`config.mk`:
```
export PLATFORM = sky130hd
export DESIGN_NAME = arm_forward_kinematics_unit_flat
export DESIGN_NICKNAME = d
export VERILOG_FILES = /design/src/rtl/afk_pkg.sv /design/src/rtl/afk_ifs.sv /design/src/rtl/afk_datapath.sv /design/src/rtl/afk_ctrl.sv /design/src/rtl/arm_forward_kinematics_unit.sv /design/src/flat_wrapper.sv
export SDC_FILE = /design/constraint.sdc
export NUM_CORES = 2
export LEC_CHECK = 0
export ABC_AREA = 1
export BUFFER_PORTS_ARGS = -buffer_cell sky130_fd_sc_hd__buf_2
export CAP_MARGIN = 0
export CORE_MARGIN = 5
export CORE_UTILIZATION = 25
export CTS_BUF_LIST = sky130_fd_sc_hd__clkbuf_16
export DETAILED_ROUTE_END_ITERATION = 16
export GPL_ROUTABILITY_DRIVEN = 0
export SYNTH_ARGS = -nofsm -noshare
export SYNTH_HDL_FRONTEND = slang
export SYNTH_SLANG_ARGS = --single-unit
```
`constraint.sdc`:
```
create_clock -name clk -period 9.65 [get_ports clk]
set_clock_uncertainty 0.05 [all_clocks]
set_input_delay 0 -clock clk [delete_from_list [all_inputs] [get_ports clk]]
set_output_delay 0 -clock clk [all_outputs]
set_load 0.05 [all_outputs]
```
`src/rtl/afk_pkg.sv`:
```
package afk_pkg;

    localparam int ANGLE_W    = 16;
    localparam int LEN_W      = 16;
    localparam int TOOL_W     = 17;
    localparam int OUT_W      = 18;
    localparam int CORDIC_W   = 20;
    localparam int STEP_W     = 4;
    localparam int PROD_W     = 36;
    localparam int SUM_W      = 37;
    localparam int RND_W      = 21;
    localparam int POSSUM_W   = 22;
    localparam int CFG_IDX_W  = 8;
    localparam int CFG_DATA_W = 17;
    localparam int LINK_W     = 3;
    localparam int ROW_W      = 2;
    localparam int PHASE_W    = 3;
    localparam int ANGLES     = 6;

    localparam logic [STEP_W-1:0] LAST_STEP = 4'd15;

    localparam logic signed [CORDIC_W-1:0] CORDIC_GAIN = 20'sd39797;
    localparam logic signed [CORDIC_W-1:0] PI_Q        = 20'sd205887;
    localparam logic signed [CORDIC_W-1:0] HALF_PI_Q   = 20'sd102944;

    localparam logic signed [OUT_W-1:0] ONE_Q   = 18'sd65536;
    localparam logic signed [OUT_W-1:0] POS_MAX = {1'b0, {(OUT_W-1){1'b1}}};
    localparam logic signed [OUT_W-1:0] POS_MIN = {1'b1, {(OUT_W-1){1'b0}}};

    // register indexes
    localparam logic [CFG_IDX_W-1:0] REG_SHOULDER = 8'd0;
    localparam logic [CFG_IDX_W-1:0] REG_UPPER    = 8'd1;
    localparam logic [CFG_IDX_W-1:0] REG_FOREARM  = 8'd2;
    localparam logic [CFG_IDX_W-1:0] REG_TOOL     = 8'd3;

    localparam logic [LEN_W-1:0]  SHOULDER_RST = 16'd2753;
    localparam logic [LEN_W-1:0]  UPPER_RST    = 16'd8520;
    localparam logic [LEN_W-1:0]  FOREARM_RST  = 16'd7537;
    localparam logic [TOOL_W-1:0] TOOL_RST     = 17'd0;

    // link update phases (one product issued per phase)
    localparam logic [PHASE_W-1:0] PH_R0C   = 3'd0;
    localparam logic [PHASE_W-1:0] PH_US    = 3'd1;
    localparam logic [PHASE_W-1:0] PH_R0S   = 3'd2;
    localparam logic [PHASE_W-1:0] PH_UC    = 3'd3;
    localparam logic [PHASE_W-1:0] PH_POS   = 3'd4;
    localparam logic [PHASE_W-1:0] PH_WRITE = 3'd5;
    // tool phases
    localparam logic [PHASE_W-1:0] PH_TMUL  = 3'd0;
    localparam logic [PHASE_W-1:0] PH_TADD  = 3'd1;

    typedef struct packed {
        logic                 load;
        logic                 cordic_init;
        logic                 cordic_step;
        logic                 row_op;
        logic                 tool_op;
        logic                 out_load;
        logic [LINK_W-1:0]    link;
        logic [ROW_W-1:0]     row;
        logic [PHASE_W-1:0]   phase;
        logic [STEP_W-1:0]    step;
    } afk_cmd_t;

    function automatic logic signed [CORDIC_W-1:0] atan_q(input logic [STEP_W-1:0] i);
        logic signed [CORDIC_W-1:0] v;
        case (i)
            4'd0:    v = 20'sd51472;
            4'd1:    v = 20'sd30386;
            4'd2:    v = 20'sd16055;
            4'd3:    v = 20'sd8150;
            4'd4:    v = 20'sd4091;
            4'd5:    v = 20'sd2047;
            4'd6:    v = 20'sd1024;
            4'd7:    v = 20'sd512;
            4'd8:    v = 20'sd256;
            4'd9:    v = 20'sd128;
            4'd10:   v = 20'sd64;
            4'd11:   v = 20'sd32;
            4'd12:   v = 20'sd16;
            4'd13:   v = 20'sd8;
            4'd14:   v = 20'sd4;
            default: v = 20'sd2;
        endcase
        return v;
    endfunction

endpackage

```
`src/rtl/afk_ifs.sv`:
```
interface afk_in_if;
    logic        valid;
    logic        ready;
    logic [15:0] angle_one;
    logic [15:0] angle_two;
    logic [15:0] angle_three;
    logic [15:0] angle_four;
    logic [15:0] angle_five;
    logic [15:0] angle_six;
    logic [2:0]  joints_used;
    logic        add_tool;

    modport source (output valid, angle_one, angle_two, angle_three, angle_four,
                     angle_five, angle_six, joints_used, add_tool, input ready);
    modport sink (input valid, angle_one, angle_two, angle_three, angle_four,
                   angle_five, angle_six, joints_used, add_tool, output ready);
endinterface

interface afk_out_if;
    logic        valid;
    logic        ready;
    logic [17:0] rot_xx;
    logic [17:0] rot_xy;
    logic [17:0] rot_xz;
    logic [17:0] rot_yx;
    logic [17:0] rot_yy;
    logic [17:0] rot_yz;
    logic [17:0] rot_zx;
    logic [17:0] rot_zy;
    logic [17:0] rot_zz;
    logic [17:0] pos_x;
    logic [17:0] pos_y;
    logic [17:0] pos_z;

    modport source (output valid, rot_xx, rot_xy, rot_xz, rot_yx, rot_yy, rot_yz,
                     rot_zx, rot_zy, rot_zz, pos_x, pos_y, pos_z, input ready);
    modport sink (input valid, rot_xx, rot_xy, rot_xz, rot_yx, rot_yy, rot_yz,
                   rot_zx, rot_zy, rot_zz, pos_x, pos_y, pos_z, output ready);
endinterface

interface afk_cfg_if;
    logic        valid;
    logic        ready;
    logic [7:0]  index;
    logic [16:0] data;

    modport source (output valid, index, data, input ready);
    modport sink (input valid, index, data, output ready);
endinterface

```
`src/rtl/afk_datapath.sv`:
```
module afk_datapath (
    input  logic                                   clk,
    input  logic                                   rst_n,
    input  afk_pkg::afk_cmd_t                      cmd,
    input  logic [afk_pkg::ANGLES-1:0][afk_pkg::ANGLE_W-1:0] angles,
    input  logic                                   cfg_we,
    input  logic [afk_pkg::CFG_IDX_W-1:0]          cfg_idx,
    input  logic [afk_pkg::CFG_DATA_W-1:0]         cfg_data,
    output logic [8:0][afk_pkg::OUT_W-1:0]         rot_out,
    output logic [2:0][afk_pkg::OUT_W-1:0]         pos_out
);

    localparam logic signed [afk_pkg::CORDIC_W-1:0] ONE_W = 20'sd65536;

    logic [afk_pkg::ANGLE_W-1:0] angle_reg [afk_pkg::ANGLES];
    logic [afk_pkg::LEN_W-1:0]   shoulder_reg, upper_reg, forearm_reg;
    logic [afk_pkg::TOOL_W-1:0]  tool_reg;

    logic signed [afk_pkg::CORDIC_W-1:0] cx_reg, cy_reg, cz_reg;
    logic                                flip_reg;

    logic signed [afk_pkg::OUT_W-1:0]  rot_reg [3][3];
    logic signed [afk_pkg::OUT_W-1:0]  pos_reg [3];
    logic signed [afk_pkg::PROD_W-1:0] prod_reg, acc_reg;
    logic signed [afk_pkg::OUT_W-1:0]  t0_reg, t1_reg;
    logic [8:0][afk_pkg::OUT_W-1:0]    out_rot_reg;
    logic [2:0][afk_pkg::OUT_W-1:0]    out_pos_reg;

    logic signed [afk_pkg::CORDIC_W-1:0] z_init, z_wrap, xs, ys, at, xf, yf;
    logic signed [afk_pkg::OUT_W-1:0]    cosv, sinv, rot0, rot1, rot2, u, w, xpos, ypos;
    logic signed [afk_pkg::OUT_W-1:0]    mul_a, mul_b, tool_ext;
    logic signed [afk_pkg::PROD_W-1:0]   prod_next;
    logic signed [afk_pkg::OUT_W-1:0]    pos_new, rot_sum_a, rot_sum_b;
    logic                                flip_init;

    function automatic logic signed [afk_pkg::OUT_W-1:0] clamp_cs(
        input logic signed [afk_pkg::CORDIC_W-1:0] v);
        logic signed [afk_pkg::OUT_W-1:0] r;
        if (v > ONE_W)
            r = afk_pkg::ONE_Q;
        else if (v < -ONE_W)
            r = -afk_pkg::ONE_Q;
        else
            r = v[afk_pkg::OUT_W-1:0];
        return r;
    endfunction

    function automatic logic signed [afk_pkg::RND_W-1:0] rnd(
        input logic signed [afk_pkg::SUM_W-1:0] v);
        logic signed [afk_pkg::SUM_W-1:0] t;
        t = v + 37'sd32768;
        return t[afk_pkg::SUM_W-1:16];
    endfunction

    function automatic logic signed [afk_pkg::OUT_W-1:0] clamp_rot(
        input logic signed [afk_pkg::RND_W-1:0] v);
        logic signed [afk_pkg::OUT_W-1:0] r;
        if (v > 21'sd65536)
            r = afk_pkg::ONE_Q;
        else if (v < -21'sd65536)
            r = -afk_pkg::ONE_Q;
        else
            r = v[afk_pkg::OUT_W-1:0];
        return r;
    endfunction

    function automatic logic signed [afk_pkg::OUT_W-1:0] sat_pos(
        input logic signed [afk_pkg::OUT_W-1:0] p,
        input logic signed [afk_pkg::PROD_W-1:0] q);
        logic signed [afk_pkg::POSSUM_W-1:0] s;
        logic signed [afk_pkg::OUT_W-1:0]    r;
        s = afk_pkg::POSSUM_W'(p) + afk_pkg::POSSUM_W'(rnd(afk_pkg::SUM_W'(q)));
        if (s > afk_pkg::POSSUM_W'(afk_pkg::POS_MAX))
            r = afk_pkg::POS_MAX;
        else if (s < afk_pkg::POSSUM_W'(afk_pkg::POS_MIN))
            r = afk_pkg::POS_MIN;
        else
            r = s[afk_pkg::OUT_W-1:0];
        return r;
    endfunction

    // cordic input range reduction and one rotation step
    always_comb
    begin
        z_init    = afk_pkg::CORDIC_W'($signed({angle_reg[cmd.link], 3'b000}));
        flip_init = 1'b0;
        z_wrap    = z_init;
        if (z_init > afk_pkg::HALF_PI_Q)
        begin
            z_wrap    = z_init - afk_pkg::PI_Q;
            flip_init = 1'b1;
        end
        else if (z_init < -afk_pkg::HALF_PI_Q)
        begin
            z_wrap    = z_init + afk_pkg::PI_Q;
            flip_init = 1'b1;
        end
        xs   = cx_reg >>> cmd.step;
        ys   = cy_reg >>> cmd.step;
        at   = afk_pkg::atan_q(cmd.step);
        xf   = flip_reg ? -cx_reg : cx_reg;
        yf   = flip_reg ? -cy_reg : cy_reg;
        cosv = clamp_cs(xf);
        sinv = clamp_cs(yf);
    end

    // operand selection from the fixed link twists
    always_comb
    begin
        rot0 = rot_reg[cmd.row][0];
        rot1 = rot_reg[cmd.row][1];
        rot2 = rot_reg[cmd.row][2];
        case (cmd.link)
            3'd0:    begin u = rot1;  w = rot2;  end
            3'd1:    begin u = -rot2; w = rot1;  end
            3'd2:    begin u = rot1;  w = rot2;  end
            3'd3:    begin u = -rot2; w = rot1;  end
            3'd4:    begin u = rot2;  w = -rot1; end
            default: begin u = -rot2; w = rot1;  end
        endcase
        case (cmd.link)
            3'd1:    begin xpos = w;    ypos = afk_pkg::OUT_W'(shoulder_reg); end
            3'd2:    begin xpos = rot0; ypos = afk_pkg::OUT_W'(upper_reg);    end
            3'd3:    begin xpos = w;    ypos = afk_pkg::OUT_W'(forearm_reg);  end
            default: begin xpos = w;    ypos = '0;                            end
        endcase
        tool_ext = afk_pkg::OUT_W'($signed(tool_reg));
        if (cmd.tool_op)
        begin
            mul_a = rot2;
            mul_b = tool_ext;
        end
        else
        begin
            case (cmd.phase)
                afk_pkg::PH_R0C: begin mul_a = rot0; mul_b = cosv; end
                afk_pkg::PH_US:  begin mul_a = u;    mul_b = sinv; end
                afk_pkg::PH_R0S: begin mul_a = rot0; mul_b = sinv; end
                afk_pkg::PH_UC:  begin mul_a = u;    mul_b = cosv; end
                default:         begin mul_a = xpos; mul_b = ypos; end
            endcase
        end
        prod_next = mul_a * mul_b;
        rot_sum_a = clamp_rot(rnd(afk_pkg::SUM_W'(acc_reg) + afk_pkg::SUM_W'(prod_reg)));
        rot_sum_b = clamp_rot(rnd(afk_pkg::SUM_W'(prod_reg) - afk_pkg::SUM_W'(acc_reg)));
        pos_new   = sat_pos(pos_reg[cmd.row], prod_reg);
    end

    always_ff @(posedge clk or negedge rst_n)
    begin
        if (!rst_n)
        begin
            shoulder_reg <= afk_pkg::SHOULDER_RST;
            upper_reg    <= afk_pkg::UPPER_RST;
            forearm_reg  <= afk_pkg::FOREARM_RST;
            tool_reg     <= afk_pkg::TOOL_RST;
        end
        else if (cfg_we)
        begin
            case (cfg_idx)
                afk_pkg::REG_SHOULDER: shoulder_reg <= cfg_data[afk_pkg::LEN_W-1:0];
                afk_pkg::REG_UPPER:    upper_reg    <= cfg_data[afk_pkg::LEN_W-1:0];
                afk_pkg::REG_FOREARM:  forearm_reg  <= cfg_data[afk_pkg::LEN_W-1:0];
                afk_pkg::REG_TOOL:     tool_reg     <= cfg_data[afk_pkg::TOOL_W-1:0];
                default: ;
            endcase
        end
    end

    always_ff @(posedge clk)
    begin
        if (cmd.load)
        begin
            for (int i = 0; i < afk_pkg::ANGLES; i++)
                angle_reg[i] <= angles[i];
            for (int r = 0; r < 3; r++)
            begin
                pos_reg[r] <= '0;
                for (int c = 0; c < 3; c++)
                    rot_reg[r][c] <= (r == c) ? afk_pkg::ONE_Q : '0;
            end
        end
        if (cmd.cordic_init)
        begin
            cx_reg   <= afk_pkg::CORDIC_GAIN;
            cy_reg   <= '0;
            cz_reg   <= z_wrap;
            flip_reg <= flip_init;
        end
        else if (cmd.cordic_step)
        begin
            if (cz_reg >= 0)
            begin
                cx_reg <= cx_reg - ys;
                cy_reg <= cy_reg + xs;
                cz_reg <= cz_reg - at;
            end
            else
            begin
                cx_reg <= cx_reg + ys;
                cy_reg <= cy_reg - xs;
                cz_reg <= cz_reg + at;
            end
        end
        if (cmd.row_op || cmd.tool_op)
            prod_reg <= prod_next;
        if (cmd.row_op)
        begin
            case (cmd.phase)
                afk_pkg::PH_US:  acc_reg <= prod_reg;
                afk_pkg::PH_R0S: t0_reg  <= rot_sum_a;
                afk_pkg::PH_UC:  acc_reg <= prod_reg;
                afk_pkg::PH_POS: t1_reg  <= rot_sum_b;
                afk_pkg::PH_WRITE:
                begin
                    pos_reg[cmd.row]    <= pos_new;
                    rot_reg[cmd.row][0] <= t0_reg;
                    rot_reg[cmd.row][1] <= t1_reg;
                    rot_reg[cmd.row][2] <= w;
                end
                default: ;
            endcase
        end
        if (cmd.tool_op && cmd.phase == afk_pkg::PH_TADD)
            pos_reg[cmd.row] <= pos_new;
        if (cmd.out_load)
        begin
            for (int r = 0; r < 3; r++)
            begin
                out_pos_reg[r] <= pos_reg[r];
                for (int c = 0; c < 3; c++)
                    out_rot_reg[r*3 + c] <= rot_reg[r][c];
            end
        end
    end

    assign rot_out = out_rot_reg;
    assign pos_out = out_pos_reg;

endmodule

```
`src/rtl/afk_ctrl.sv`:
```
module afk_ctrl #(
    parameter int JOINT_COUNT = 6
) (
    input  logic                       clk,
    input  logic                       rst_n,
    input  logic                       in_valid,
    input  logic [2:0]                 joints_used,
    input  logic                       add_tool,
    output logic                       in_ready,
    output logic                       out_valid,
    input  logic                       out_ready,
    output afk_pkg::afk_cmd_t          cmd
);

    localparam logic [2:0] S_IDLE   = 3'd0;
    localparam logic [2:0] S_CINIT  = 3'd1;
    localparam logic [2:0] S_CORDIC = 3'd2;
    localparam logic [2:0] S_ROW    = 3'd3;
    localparam logic [2:0] S_TOOL   = 3'd4;
    localparam logic [2:0] S_OUT    = 3'd5;

    localparam logic [afk_pkg::LINK_W-1:0] MAX_LINKS = afk_pkg::LINK_W'(JOINT_COUNT);
    localparam logic [afk_pkg::ROW_W-1:0]  LAST_ROW  = 2'd2;

    logic [2:0]                   state_reg, state_next;
    logic [afk_pkg::LINK_W-1:0]   link_reg, link_next, n_reg, n_next, n_in;
    logic                         tool_reg, tool_next;
    logic [afk_pkg::STEP_W-1:0]   step_reg, step_next;
    logic [afk_pkg::ROW_W-1:0]    row_reg, row_next;
    logic [afk_pkg::PHASE_W-1:0]  phase_reg, phase_next;
    logic                         out_valid_reg, out_valid_next;
    logic                         accept, out_load;

    always_comb
    begin
        n_in       = (joints_used > MAX_LINKS) ? MAX_LINKS : joints_used;
        in_ready   = (state_reg == S_IDLE);
        accept     = in_valid && in_ready;
        out_load   = (state_reg == S_OUT) && (!out_valid_reg || out_ready);
        state_next = state_reg;
        link_next  = link_reg;
        n_next     = n_reg;
        tool_next  = tool_reg;
        step_next  = step_reg;
        row_next   = row_reg;
        phase_next = phase_reg;
        case (state_reg)
            S_IDLE:
            begin
                if (accept)
                begin
                    n_next     = n_in;
                    tool_next  = add_tool;
                    link_next  = '0;
                    row_next   = '0;
                    phase_next = '0;
                    if (n_in != '0)
                        state_next = S_CINIT;
                    else if (add_tool)
                        state_next = S_TOOL;
                    else
                        state_next = S_OUT;
                end
            end
            S_CINIT:
            begin
                step_next  = '0;
                state_next = S_CORDIC;
            end
            S_CORDIC:
            begin
                step_next = step_reg + 1'b1;
                if (step_reg == afk_pkg::LAST_STEP)
                begin
                    row_next   = '0;
                    phase_next = '0;
                    state_next = S_ROW;
                end
            end
            S_ROW:
            begin
                phase_next = phase_reg + 1'b1;
                if (phase_reg == afk_pkg::PH_WRITE)
                begin
                    phase_next = '0;
                    row_next   = row_reg + 1'b1;
                    if (row_reg == LAST_ROW)
                    begin
                        row_next  = '0;
                        link_next = link_reg + 1'b1;
                        if (link_reg + 1'b1 == n_reg)
                            state_next = tool_reg ? S_TOOL : S_OUT;
                        else
                            state_next = S_CINIT;
                    end
                end
            end
            S_TOOL:
            begin
                phase_next = phase_reg + 1'b1;
                if (phase_reg == afk_pkg::PH_TADD)
                begin
                    phase_next = '0;
                    row_next   = row_reg + 1'b1;
                    if (row_reg == LAST_ROW)
                        state_next = S_OUT;
                end
            end
            S_OUT:
            begin
                if (out_load)
                    state_next = S_IDLE;
            end
            default: state_next = S_IDLE;
        endcase
        out_valid_next = out_valid_reg;
        if (out_load)
            out_valid_next = 1'b1;
        else if (out_ready)
            out_valid_next = 1'b0;
    end

    always_ff @(posedge clk or negedge rst_n)
    begin
        if (!rst_n)
        begin
            state_reg     <= S_IDLE;
            link_reg      <= '0;
            n_reg         <= '0;
            tool_reg      <= 1'b0;
            step_reg      <= '0;
            row_reg       <= '0;
            phase_reg     <= '0;
            out_valid_reg <= 1'b0;
        end
        else
        begin
            state_reg     <= state_next;
            link_reg      <= link_next;
            n_reg         <= n_next;
            tool_reg      <= tool_next;
            step_reg      <= step_next;
            row_reg       <= row_next;
            phase_reg     <= phase_next;
            out_valid_reg <= out_valid_next;
        end
    end

    always_comb
    begin
        cmd.load        = accept;
        cmd.cordic_init = (state_reg == S_CINIT);
        cmd.cordic_step = (state_reg == S_CORDIC);
        cmd.row_op      = (state_reg == S_ROW);
        cmd.tool_op     = (state_reg == S_TOOL);
        cmd.out_load    = out_load;
        cmd.link        = link_reg;
        cmd.row         = row_reg;
        cmd.phase       = phase_reg;
        cmd.step        = step_reg;
    end

    assign out_valid = out_valid_reg;

endmodule

```
`src/rtl/arm_forward_kinematics_unit.sv`:
```
// Forward kinematics of a six-joint modified-DH arm, fixed point.
// Channels: in_ch (sink) takes six Q2.13 joint angles, joints_used and add_tool;
// out_ch (source) returns the 3x3 rotation (Q16) and the saturated position
// (Q16 metres); cfg (sink) writes the link registers by index and is always ready.
// Each input transfer is processed alone. Per chained link the block runs a
// sine/cosine setup step, 16 CORDIC iterations and the row updates on a single
// 18x18 multiplier (six phases per rotation row, three rows); with add_tool set,
// three tool rows of two phases each follow the last link. The next input is
// taken only once the result is in the output register, so a new item is never
// started before the last is done. The shared multiplier and the CORDIC loop force this.
// in_ch.ready is high only while the sequencer is idle; a finished result sits
// in the output register, so the next item is accepted while it waits.
// If the receiver stalls, the result holds and a second finished item waits in
// the datapath until out_ch takes the first one.
// Reset clears the sequencer and the output valid, and loads the register
// defaults (shoulder 2753, upper arm 8520, forearm 7537, tool 0).
module arm_forward_kinematics_unit #(
    parameter int JOINT_COUNT = 6
) (
    input  logic       clk,
    input  logic       rst_n,
    afk_in_if.sink     in_ch,
    afk_out_if.source  out_ch,
    afk_cfg_if.sink    cfg
);

    afk_pkg::afk_cmd_t                                   cmd;
    logic [afk_pkg::ANGLES-1:0][afk_pkg::ANGLE_W-1:0]    angles;
    logic [8:0][afk_pkg::OUT_W-1:0]                      rot_out;
    logic [2:0][afk_pkg::OUT_W-1:0]                      pos_out;
    logic                                                in_ready;
    logic                                                out_valid;

    // Config is taken every cycle; the user must send writes only while idle, the block does not enforce it.
    assign cfg.ready = 1'b1;

    // pack the joint angles, joint one at index zero
    assign angles[0] = in_ch.angle_one;
    assign angles[1] = in_ch.angle_two;
    assign angles[2] = in_ch.angle_three;
    assign angles[3] = in_ch.angle_four;
    assign angles[4] = in_ch.angle_five;
    assign angles[5] = in_ch.angle_six;

    afk_ctrl #(
        .JOINT_COUNT (JOINT_COUNT)
    ) u_ctrl (
        .clk         (clk),
        .rst_n       (rst_n),
        .in_valid    (in_ch.valid),
        .joints_used (in_ch.joints_used),
        .add_tool    (in_ch.add_tool),
        .in_ready    (in_ready),
        .out_valid   (out_valid),
        .out_ready   (out_ch.ready),
        .cmd         (cmd)
    );

    afk_datapath u_dp (
        .clk      (clk),
        .rst_n    (rst_n),
        .cmd      (cmd),
        .angles   (angles),
        .cfg_we   (cfg.valid),
        .cfg_idx  (cfg.index),
        .cfg_data (cfg.data),
        .rot_out  (rot_out),
        .pos_out  (pos_out)
    );

    assign in_ch.ready  = in_ready;
    assign out_ch.valid = out_valid;

    // row-major rotation, then position
    assign out_ch.rot_xx = rot_out[0];
    assign out_ch.rot_xy = rot_out[1];
    assign out_ch.rot_xz = rot_out[2];
    assign out_ch.rot_yx = rot_out[3];
    assign out_ch.rot_yy = rot_out[4];
    assign out_ch.rot_yz = rot_out[5];
    assign out_ch.rot_zx = rot_out[6];
    assign out_ch.rot_zy = rot_out[7];
    assign out_ch.rot_zz = rot_out[8];
    assign out_ch.pos_x  = pos_out[0];
    assign out_ch.pos_y  = pos_out[1];
    assign out_ch.pos_z  = pos_out[2];

`ifndef SYNTHESIS
    // the sequencer is busy in the cycle after taking an item
    a_busy_after_accept: assert property (@(posedge clk) disable iff (!rst_n)
        (in_ch.valid && in_ch.ready) |=> !in_ch.ready)
        else $error("input accepted twice in a row");

    // row phase never runs past the write-back phase
    a_phase_bound: assert property (@(posedge clk) disable iff (!rst_n)
        cmd.row_op |-> (cmd.phase <= afk_pkg::PH_WRITE))
        else $error("row phase out of range");

    // the presented rot_xx diagonal entry stays within the unit range
    a_rot_range: assert property (@(posedge clk) disable iff (!rst_n)
        out_ch.valid |-> ($signed(out_ch.rot_xx) <= $signed(afk_pkg::ONE_Q) &&
                          $signed(out_ch.rot_xx) >= -$signed(afk_pkg::ONE_Q)))
        else $error("rotation entry out of range");
`endif

endmodule
```
`src/flat_wrapper.sv`:
```
// flat-port wrapper written by rule: the top's interface ports become plain ports
module arm_forward_kinematics_unit_flat 
#(
    parameter int JOINT_COUNT = 6
)
  (clk, rst_n, in_ch_valid, in_ch_angle_one, in_ch_angle_two, in_ch_angle_three, in_ch_angle_four, in_ch_angle_five, in_ch_angle_six, in_ch_joints_used, in_ch_add_tool, in_ch_ready, out_ch_valid, out_ch_rot_xx, out_ch_rot_xy, out_ch_rot_xz, out_ch_rot_yx, out_ch_rot_yy, out_ch_rot_yz, out_ch_rot_zx, out_ch_rot_zy, out_ch_rot_zz, out_ch_pos_x, out_ch_pos_y, out_ch_pos_z, out_ch_ready, cfg_valid, cfg_index, cfg_data, cfg_ready);
  afk_in_if in_ch_i ();
  afk_out_if out_ch_i ();
  afk_cfg_if cfg_i ();
  input  logic clk;
  input  logic rst_n;
  input wire logic [$bits(in_ch_i.valid)-1:0] in_ch_valid;
  input wire logic [$bits(in_ch_i.angle_one)-1:0] in_ch_angle_one;
  input wire logic [$bits(in_ch_i.angle_two)-1:0] in_ch_angle_two;
  input wire logic [$bits(in_ch_i.angle_three)-1:0] in_ch_angle_three;
  input wire logic [$bits(in_ch_i.angle_four)-1:0] in_ch_angle_four;
  input wire logic [$bits(in_ch_i.angle_five)-1:0] in_ch_angle_five;
  input wire logic [$bits(in_ch_i.angle_six)-1:0] in_ch_angle_six;
  input wire logic [$bits(in_ch_i.joints_used)-1:0] in_ch_joints_used;
  input wire logic [$bits(in_ch_i.add_tool)-1:0] in_ch_add_tool;
  output wire logic [$bits(in_ch_i.ready)-1:0] in_ch_ready;
  output wire logic [$bits(out_ch_i.valid)-1:0] out_ch_valid;
  output wire logic [$bits(out_ch_i.rot_xx)-1:0] out_ch_rot_xx;
  output wire logic [$bits(out_ch_i.rot_xy)-1:0] out_ch_rot_xy;
  output wire logic [$bits(out_ch_i.rot_xz)-1:0] out_ch_rot_xz;
  output wire logic [$bits(out_ch_i.rot_yx)-1:0] out_ch_rot_yx;
  output wire logic [$bits(out_ch_i.rot_yy)-1:0] out_ch_rot_yy;
  output wire logic [$bits(out_ch_i.rot_yz)-1:0] out_ch_rot_yz;
  output wire logic [$bits(out_ch_i.rot_zx)-1:0] out_ch_rot_zx;
  output wire logic [$bits(out_ch_i.rot_zy)-1:0] out_ch_rot_zy;
  output wire logic [$bits(out_ch_i.rot_zz)-1:0] out_ch_rot_zz;
  output wire logic [$bits(out_ch_i.pos_x)-1:0] out_ch_pos_x;
  output wire logic [$bits(out_ch_i.pos_y)-1:0] out_ch_pos_y;
  output wire logic [$bits(out_ch_i.pos_z)-1:0] out_ch_pos_z;
  input wire logic [$bits(out_ch_i.ready)-1:0] out_ch_ready;
  input wire logic [$bits(cfg_i.valid)-1:0] cfg_valid;
  input wire logic [$bits(cfg_i.index)-1:0] cfg_index;
  input wire logic [$bits(cfg_i.data)-1:0] cfg_data;
  output wire logic [$bits(cfg_i.ready)-1:0] cfg_ready;
  assign in_ch_i.valid = in_ch_valid;
  assign in_ch_i.angle_one = in_ch_angle_one;
  assign in_ch_i.angle_two = in_ch_angle_two;
  assign in_ch_i.angle_three = in_ch_angle_three;
  assign in_ch_i.angle_four = in_ch_angle_four;
  assign in_ch_i.angle_five = in_ch_angle_five;
  assign in_ch_i.angle_six = in_ch_angle_six;
  assign in_ch_i.joints_used = in_ch_joints_used;
  assign in_ch_i.add_tool = in_ch_add_tool;
  assign in_ch_ready = in_ch_i.ready;
  assign out_ch_valid = out_ch_i.valid;
  assign out_ch_rot_xx = out_ch_i.rot_xx;
  assign out_ch_rot_xy = out_ch_i.rot_xy;
  assign out_ch_rot_xz = out_ch_i.rot_xz;
  assign out_ch_rot_yx = out_ch_i.rot_yx;
  assign out_ch_rot_yy = out_ch_i.rot_yy;
  assign out_ch_rot_yz = out_ch_i.rot_yz;
  assign out_ch_rot_zx = out_ch_i.rot_zx;
  assign out_ch_rot_zy = out_ch_i.rot_zy;
  assign out_ch_rot_zz = out_ch_i.rot_zz;
  assign out_ch_pos_x = out_ch_i.pos_x;
  assign out_ch_pos_y = out_ch_i.pos_y;
  assign out_ch_pos_z = out_ch_i.pos_z;
  assign out_ch_i.ready = out_ch_ready;
  assign cfg_i.valid = cfg_valid;
  assign cfg_i.index = cfg_index;
  assign cfg_i.data = cfg_data;
  assign cfg_ready = cfg_i.ready;
  arm_forward_kinematics_unit #(.JOINT_COUNT(JOINT_COUNT)) u_core (.clk(clk), .rst_n(rst_n), .in_ch(in_ch_i), .out_ch(out_ch_i), .cfg(cfg_i));
endmodule
```
==> flow_summary.json <==
{
  "clk_path_buf_depth": 3,
  "yosysMostFrequentCell": "nand2_1",
  "status": "completed",
  "synth_top_area_cell": "edfxtp_1",
  "clk_latency_ns": 0.75,
  "die_area_mm2": 0.265,
  "tns_ns": 0,
  "path_class": "reg -> reg",
  "cts.clk_slew.worst_paths_ns": 0.06,
  "grt_max_degree": 90,
  "placed_cell_area_mm2": 0.0691,
  "rr_endpoint": "u_core.u_dp.prod_reg[35]",
  "dpl.hpwl_um": 173000,
  "grt_pass1_vias": 53000,
  "start_kind": "flop",
  "cap_violations": 0,
  "syn_inst": 7624,
  "setup_viol": 0,
  "placed_cells": 11200,
  "synth_common_cells": "nand2_1 (1969), inv_1 (1077), edfxtp_1 (729)",
  "cts.sinks": 854,
  "yosysSeqAreaShare_pct": 39.0,
  "die_height_um": 515,
  "synth_warnings": 0,
  "drc_errors": 0,
  "synth_fp_nets": 8430,
  "boundaryPins": 349,
  "ant_nets": 0,
  "required_ns": 10.06,
  "end_kind": "flop",
  "first_pass_iters": 6,
  "drt-initial-drc-count": 5460,
  "postCtsSetupBuffers": 0,
  "cts_made_buffers": 96,
  "timing.rr.start": "u_core.u_ctrl.row_reg[0]",
  "layout_worst_path_cycle_share_pct": 93.3,
  "yosys_most_used_dff": "edfxtp_1",
  "synth_area_per_cell_um2": 8.36,
  "hp-class": "in -> reg",
  "area_delta_synth_final_pct": 17.1,
  "worstMarginPinSlew_ns": 1.17,
  "drt-vias-per-instance": 4.74,
  "placementRows": 185,
  "rrSetupSlack_ns": 0.65,
  "grt_pass1_wl_um": 336000,
  "rsz0062_at_grt": "no",
  "drive_gt1_share_pct": 11.0,
  "nFillCells": 26900,
  "synth.distinct_cells": 74,
  "crit_end": "u_core.u_dp.prod_reg[35]",
  "startpoint": "u_core.u_ctrl.row_reg[0]",
  "ctsResizeCount": 0,
  "clk_root_buffer_cell": "clkbuf_16",
  "async_flop_share_pct": 9.95,
  "largest_register_ffs": 216,
  "totalWireLength_um": 226000,
  "synth_edf_count": 729,
  "yosys.area.top_type_share_pct": 34.4,
  "grt_overflow": 0,
  "core-area_mm2": 0.254,
  "period_needed_ns": 9.00,
  "finalMaxSlewViolations": 0,
  "die_w_um": 515,
  "htree_levels": 3,
  "nets": 8942,
  "wire_per_inst_um": 19.5,
  "numPortBuffers": 347,
  "design_area_mm2": 0.0746,
  "final_core_util_pct": 29.4,
  "cts_tree": "done",
  "reg2reg_depth": 27,
  "crit_fanout": 73,
  "antenna_found_initial": 12,
  "start_util_pct": 25.1,
  "num_vias": 54900,
  "finalHoldViolations": 0,
  "stdcell_count": 11600,
  "slew_headroom_pct": 22.0,
  "synth_area_leaders": "edfxtp_1 (34%), nand2_1 (12%), fa_1 (10%)",
  "ys_ff_latch": 854,
  "max_freq_mhz": 111,
  "grt_usage_pct": 16.6,
  "syn_area_mm2": 0.0637,
  "cp.arrival_ns": 9.42
}
[worst min-delay path by stage]
| stage | start | end | slack [ns] | cells past startpoint |
|---|---|---|---|---|
| after global placement | rst_n | u_core.u_ctrl.step_reg[3] | -0.14 | 1 |
| after floorplan | rst_n | u_core.u_ctrl.link_reg[0] | -0.35 | 0 |
| after CTS | cfg_data[16] | u_core.u_dp.tool_reg[16] | 0.02 | 3 |
| final | cfg_data[16] | u_core.u_dp.tool_reg[16] | 0.07 | 3 |
| after global routing | cfg_data[16] | u_core.u_dp.tool_reg[16] | 0.06 | 3 |
| after detailed placement | rst_n | u_core.u_ctrl.step_reg[3] | -0.14 | 1 |
[cell families after synthesis]
logic type / synth area share, %
AO/OA/AOI/OAI: 9.38
XOR/XNOR: 2.57
adder cells (fa/ha/maj): 17.2
buffers and inverters: 8.70
flip-flops: 39.0
multiplexers: 0.0177
other: 0.00589
AND/OR/NAND/NOR: 23.1
[cell type report]
class / count / area, um^2 / share of cell area (%)
Clock buffer: 99 / 2480 / 3.32
Clock inverter: 82 / 801 / 1.07
Inverter: 1119 / 4220 / 5.65
Sequential cell: 854 / 24800 / 33.3
Timing Repair Buffer: 659 / 4630 / 6.21
Tap cell: 3366 / 4210 / 5.64
Multi-Input combinational cell: 5406 / 33400 / 44.8
Antenna cell: 11 / 27.5 / 0.0369
[through the flow]
step | setup WS [ns] | hold slack, ns
6_report | 0.646 | 0.0659
5_1_grt | 0.173 | 0.0564
4_1_cts | 0.680 | 0.0204
3_5_place_dp | 0.723 | -0.141
3_3_place_gp | 0.773 | -0.138
2_1_floorplan | 1.89 | -0.346
[metal layers]
metal / wire (um) / GRT usage (%) / up-vias
met5: 0 / 0 / -
met1: 93100 / 21.6 / 26200
met4: 16000 / 10.1 / 0
met3: 17800 / 2.86 / 544
li1: - / - / 25800
met2: 99600 / 25.6 / 2314
[worst max-delay path, cell delays in order, from the launching register on]
cell	delay, ns
dfrtp_4	0.59
inv_6	0.47
buf_4	0.56
nand2_1	0.11
a32o_1	0.38
o21ai_0	0.23
inv_1	0.06
nand2_1	0.06
nand3_1	0.07
nand2_2	0.38
inv_2	0.20
a21oi_1	0.34
fa_1	0.59
fa_1	0.90
fa_1	0.51
fa_1	0.52
fa_1	0.56
inv_1	0.06
fa_1	0.55
inv_1	0.05
ha_1	0.35
nand2_1	0.14
nor3_1	0.27
nand3_1	0.13
nand3_1	0.15
a21o_1	0.18
a21oi_1	0.09
xor2_1	0.14
[placed cells by master (no fill, tap or decap), types with 47 or more instances in the layout]
cell type | netlist | final
fa_1 | 333 | 333
ha_1 | 343 | 343
buf_4 | 29 | 92
nand3_1 | 534 | 534
xor2_1 | 122 | 122
nand2_2 | 77 | 80
nor2_1 | 687 | 678
dlygate4sd3_1 | 0 | 221
a21oi_1 | 415 | 415
a21oi_2 | 47 | 47
nor3_1 | 64 | 61
o21ai_0 | 316 | 316
nand2_1 | 1969 | 1965
edfxtp_1 | 729 | 729
clkbuf_16 | 0 | 99
dfrtp_1 | 68 | 66
inv_1 | 1077 | 1083
xnor2_1 | 65 | 65
buf_2 | 69 | 346
[what timing repair did]
action	in CTS	in global routing
hold buffers	221	0
setup endpoints to repair	0	0
hold endpoints to repair	262	0
Power is not shown: default switching activity piles up to over one toggle a cycle in this logic, so the estimate is an artifact.
